`src/design/dwm_pkg.sv`:
```
// shared types and constants for the deferred write data memory port
// no dependencies; imported by every module of the block
`timescale 1ns / 1ps

package dwm_pkg;

  localparam int MEM_DEPTH     = 4096;
  localparam int ADDR_W        = $clog2(MEM_DEPTH);
  localparam int MAX_UNITS     = 8;
  localparam int CNT_W         = 4;
  localparam int QUEUE_DEPTH   = 8;
  localparam int QIDX_W        = (QUEUE_DEPTH > 1) ? $clog2(QUEUE_DEPTH) : 1;
  localparam int QCNT_W        = $clog2(QUEUE_DEPTH + 1);
  localparam int MAX_UNIT_BITS = 32;
  localparam int UBITS_W       = 6;
  localparam int WORD_W        = 64;
  localparam int SH_W          = 9;

  typedef enum logic [1:0] {
    CMD_READ   = 2'd0,
    CMD_DEFER  = 2'd1,
    CMD_DIRECT = 2'd2,
    CMD_TICK   = 2'd3
  } cmd_e;

  localparam logic [1:0] ST_OK    = 2'd0;
  localparam logic [1:0] ST_RANGE = 2'd1;
  localparam logic [1:0] ST_FULL  = 2'd2;

  // register indexes
  localparam logic [1:0] REG_LE    = 2'd0;
  localparam logic [1:0] REG_FIRST = 2'd1;
  localparam logic [1:0] REG_LAST  = 2'd2;
  localparam logic [1:0] REG_UBITS = 2'd3;

  typedef struct packed {
    cmd_e                cmd;
    logic [ADDR_W-1:0]   address;
    logic [CNT_W-1:0]    unit_count;
    logic [WORD_W-1:0]   write_data;
    logic                range_err;
  } item_t;

  typedef struct packed {
    logic                little_endian;
    logic [11:0]         first_address;
    logic [11:0]         last_address;
    logic [UBITS_W-1:0]  bits;
  } cfg_t;

  // one access as the back end walks it
  typedef struct packed {
    logic [ADDR_W-1:0]   addr;
    logic [CNT_W-1:0]    len;
    logic [WORD_W-1:0]   word;
    logic [UBITS_W-1:0]  bits;
    logic                le;
  } entry_t;

  typedef struct packed {
    logic                clearing;
    logic [QCNT_W-1:0]   pcount;
  } back_stat_t;

endpackage

```
`src/design/dwm_front.sv`:
```
// front end: accepts words, range checks them and holds them in a short queue
// depends on dwm_pkg
`timescale 1ns / 1ps

module dwm_front import dwm_pkg::*; (
  input  logic                clk,
  input  logic                rst,
  input  cfg_t                cfg,
  input  logic                hold,
  input  logic                in_valid,
  output logic                in_stall,
  input  logic [1:0]          cmd,
  input  logic [11:0]         address,
  input  logic [3:0]          unit_count,
  input  logic [63:0]         write_data,
  output logic                item_valid,
  input  logic                item_ready,
  output item_t               item
);

  item_t       slot [2];
  logic        wr_ptr;
  logic        rd_ptr;
  logic [1:0]  fill;
  logic [12:0] last_unit;
  logic        bad;
  logic        push;
  logic        pop;

  // window check on the incoming word
  always_comb begin
    last_unit = {1'b0, address} + {9'b0, unit_count} - 13'd1;
    bad = (unit_count == 4'd0) || (unit_count > 4'(MAX_UNITS)) ||
          (address < cfg.first_address) || (last_unit > {1'b0, cfg.last_address}) ||
          (last_unit >= 13'(MEM_DEPTH));
  end

  assign in_stall   = hold || (fill == 2'd2);
  assign push       = in_valid && !in_stall;
  assign item_valid = (fill != 2'd0);
  assign pop        = item_valid && item_ready;
  assign item       = slot[rd_ptr];

  // two entry queue toward the back end
  always_ff @(posedge clk) begin
    if (rst) begin
      wr_ptr <= 1'b0;
      rd_ptr <= 1'b0;
      fill   <= 2'd0;
    end else begin
      if (push) begin
        slot[wr_ptr] <= '{cmd: cmd_e'(cmd), address: address, unit_count: unit_count,
                          write_data: write_data, range_err: bad};
        wr_ptr <= !wr_ptr;
      end
      if (pop) rd_ptr <= !rd_ptr;
      fill <= fill + {1'b0, push} - {1'b0, pop};
    end
  end

endmodule

```
`config.mk`:
```
export PLATFORM = sky130hd
export DESIGN_NAME = dwm_front
export DESIGN_NICKNAME = d
export VERILOG_FILES = /design/src/design/dwm_pkg.sv /design/src/design/dwm_front.sv
export SDC_FILE = /design/constraint.sdc
export NUM_CORES = 1
export LEC_CHECK = 0
export BUFFER_PORTS_ARGS = -buffer_cell sky130_fd_sc_hd__buf_2
export CORE_UTILIZATION = 47
export CTS_CLUSTER_DIAMETER = 30
export DETAILED_ROUTE_END_ITERATION = 8
export GPL_ROUTABILITY_DRIVEN = 0
export PLACE_DENSITY_LB_ADDON = 0.12
export SETUP_SLACK_MARGIN = 0.3
export SYNTH_ARGS = -nofsm -noshare
export SYNTH_HDL_FRONTEND = slang
export SYNTH_SLANG_ARGS = --single-unit
```
`constraint.sdc`:
```
create_clock -name clk -period 8.25 [get_ports clk]
set_input_delay 0.825 -clock clk [delete_from_list [all_inputs] [get_ports clk]]
set_output_delay 0.825 -clock clk [all_outputs]
set_load 0.005 [all_outputs]
```
==> results.ini <==
[run_status]
status = finished, final reports clean

[clock_tree]
post_cts_buffers = 0
postCtsHoldBufs = 0
clkTransAtPathRegs_ns = 0.07
numCtsBuffers = 17
ctsResizeCount = 0
cts_root_buf = clkbuf_16
tritoncts = built
htree_levels = 4
clk_latency_ns = 0.42
ctsLongestPathBuffers = 2
clock-sinks = 171

[final_layout]
layout_common_cells = buf_2 (195), edfxtp_1 (166), mux2_2 (83), inv_1 (50), ha_1 (40)
fin_util_pct = 60.48
final_nets = 830
mostFrequentLayoutCell = buf_2
areaGrowthSynthToFinish_pct = 24.46
drive_gt1_share_pct = 47.22
seq_area_um2 = 5089
num_antenna_cells = 0
nFillCells = 1201
multiInputGateArea_um2 = 2153

[grt]
grt_pass1_vias = 4542
grt_max_degree = 66
antenna_found_initial = 0
gr-total-overflow = 0
grt_pass1_wl_mm = 21.94
track_usage_pct = 17.83

[timing]
period_share_pct = 47.63
tightestPinTransition_ns = 0.8951
setup_viol = 0
hold_violations = 0
worst_slew_margin_rel_pct = 40.33
final.setup.tns_ns = 0
fmax_ghz = 0.2545
clock_skew_ns = 0.01090
fin_ws_ns = 4.321
rsz0062_at_grt = false
timing.hold.ws_ns = 0.5166
maxSlewViolCount = 0
finalCriticalPeriod_ns = 3.929

[synthesis]
synth_flop_cell = edfxtp_1
syn_inst = 462
syn_area_per_cell_um2 = 16.17
synth_edf_count = 166
yosys_warnings = 0
synth.cell_area_um2 = 7470
syn-num-nets = 621
ys_seq_elements = 171
synth_cell_types = 48
ys_async_sr_fraction_pct = 0
ys_seq_area_share_pct = 68.07

[die]
ios = 203
die_w_um = 128.1
num_rows = 45
core_area_um2 = 15370
die_area_um2 = 16400
initial_core_util_pct = 48.60
dieHeight_um = 128.1

[critical_path]
worstPathRequired_ns = 8.39
end_kind = flip-flop
r2r_slack_ns = 6.16
startpoint_type = input port
arrival_ns = 4.07
cp_max_fo = 4
critPathKind = in -> reg

[route]
via_count = 4432
final_antenna_net_count = 0
wirelength_mm = 13.93
avgRoutedWirePerCell_um = 15.56
dr.pass1.iters = 4
drtIter0Drc = 240
drc = 0
routed_via_density = 4.952

[pwr]
p_per_area_nw_per_um2 = 244.7
vdd_drop_max_mv = 0.1309
leakagePower_nw = 3.730
power_mw = 2.275

[run]
cap_violations = 0

[worst_hold_path]
hold_class = reg -> reg

[placement]
dp_slack_ns = 3.936
dpl.hpwl_mm = 9.770
portBuffers = 195

worst max-delay path, cell delays in order:
cell and delay (ns):
buf_2 0.11, inv_1 0.05, ha_1 0.26, inv_1 0.04, ha_1 0.23, fa_1 0.42
a21o_1 0.21, a211oi_2 0.31, o21ai_2 0.13, nand4_1 0.09, or3b_1 0.36, ha_1 0.21
or3_1 0.31, a221oi_1 0.23, a211o_1 0.19, nand4_1 0.10
state kept, by name (all words and copies together) (netlist names), named ones only:
signal	flops
slot	166
fill	2
rd_ptr	1
wr_ptr	1
final timing paths:
check | startpoint | to | cells after the start
worst max-delay path | unit_count[1] | slot[1][0] | 16
worst min-delay path | rd_ptr | rd_ptr | 2
worst max register to register | fill[0] | slot[1][1] | 5
worst min register to register | rd_ptr | rd_ptr | 2
layer usage:
metal  track usage, %  vias to the layer above  share of wire, %
met5                0                        -                 0
met4            6.713                        0               1.3
met3            4.341                       14               4.8
met2            30.95                      123                51
met1            21.51                     2129                43
li1                 -                     2166                 -
logic make-up after synthesis:
family	Yosys count	synth area share, %
fa+ha+maj	41	6.968
compound gates	44	4.138
flops	171	68.07
xor+xnor	12	1.407
simple gates	51	3.669
mux	83	12.51
buf+inv	60	3.233
power breakdown:
part,switching [mW],internal [mW],leakage [nW]
clock network,0.327,0.451,0.287
logic,0.222,0.250,1.90
registers,0.0247,1.00,1.55
total,0.573,1.70,3.73
stage by stage:
step | cell area [um^2] | cells
finish | 9296 | 895
global route | 9296 | 895
CTS | 9296 | 895
detailed placement | 8707 | 863
global placement | 8707 | 863
floorplan | 7470 | 462
layout make-up:
type | count | area share (%)
Tap cell | 211 | 2.840
Timing Repair Buffer | 200 | 10.90
Sequential cell | 171 | 54.74
Multi-Input combinational cell | 231 | 23.16
Clock buffer | 17 | 4.576
Clock inverter | 15 | 1.763
Inverter | 50 | 2.019
cells in the mapped netlist, types with 2 or more instances:
cell      count  area (um^2)
nor2b_1       4        25.02
xor2_1        3        26.28
nand4_1       6        37.54
o311ai_0      2        17.52
or3_1         3        18.77
inv_1        50        187.7
edfxtp_1    166         4985
o21ai_1       4        20.02
clkbuf_1      2        7.510
mux2_2       83        934.7
ha_1         40        500.5
a21oi_1      12        60.06
dfxtp_1       5        100.1
nand2_1       3        11.26
a21o_1        4        30.03
nand2b_1      3        18.77
and3_1        3        18.77
nor2_1       11        41.29
nor4_1        2        12.51
buf_2         7        35.03
o21ai_0       4        20.02
nor3_1        9        45.04
xnor2_1       9        78.83
o31ai_1       2        15.01
nand3_1       2        10.01
No activity file was read; power rests on OpenSTA's default activity.
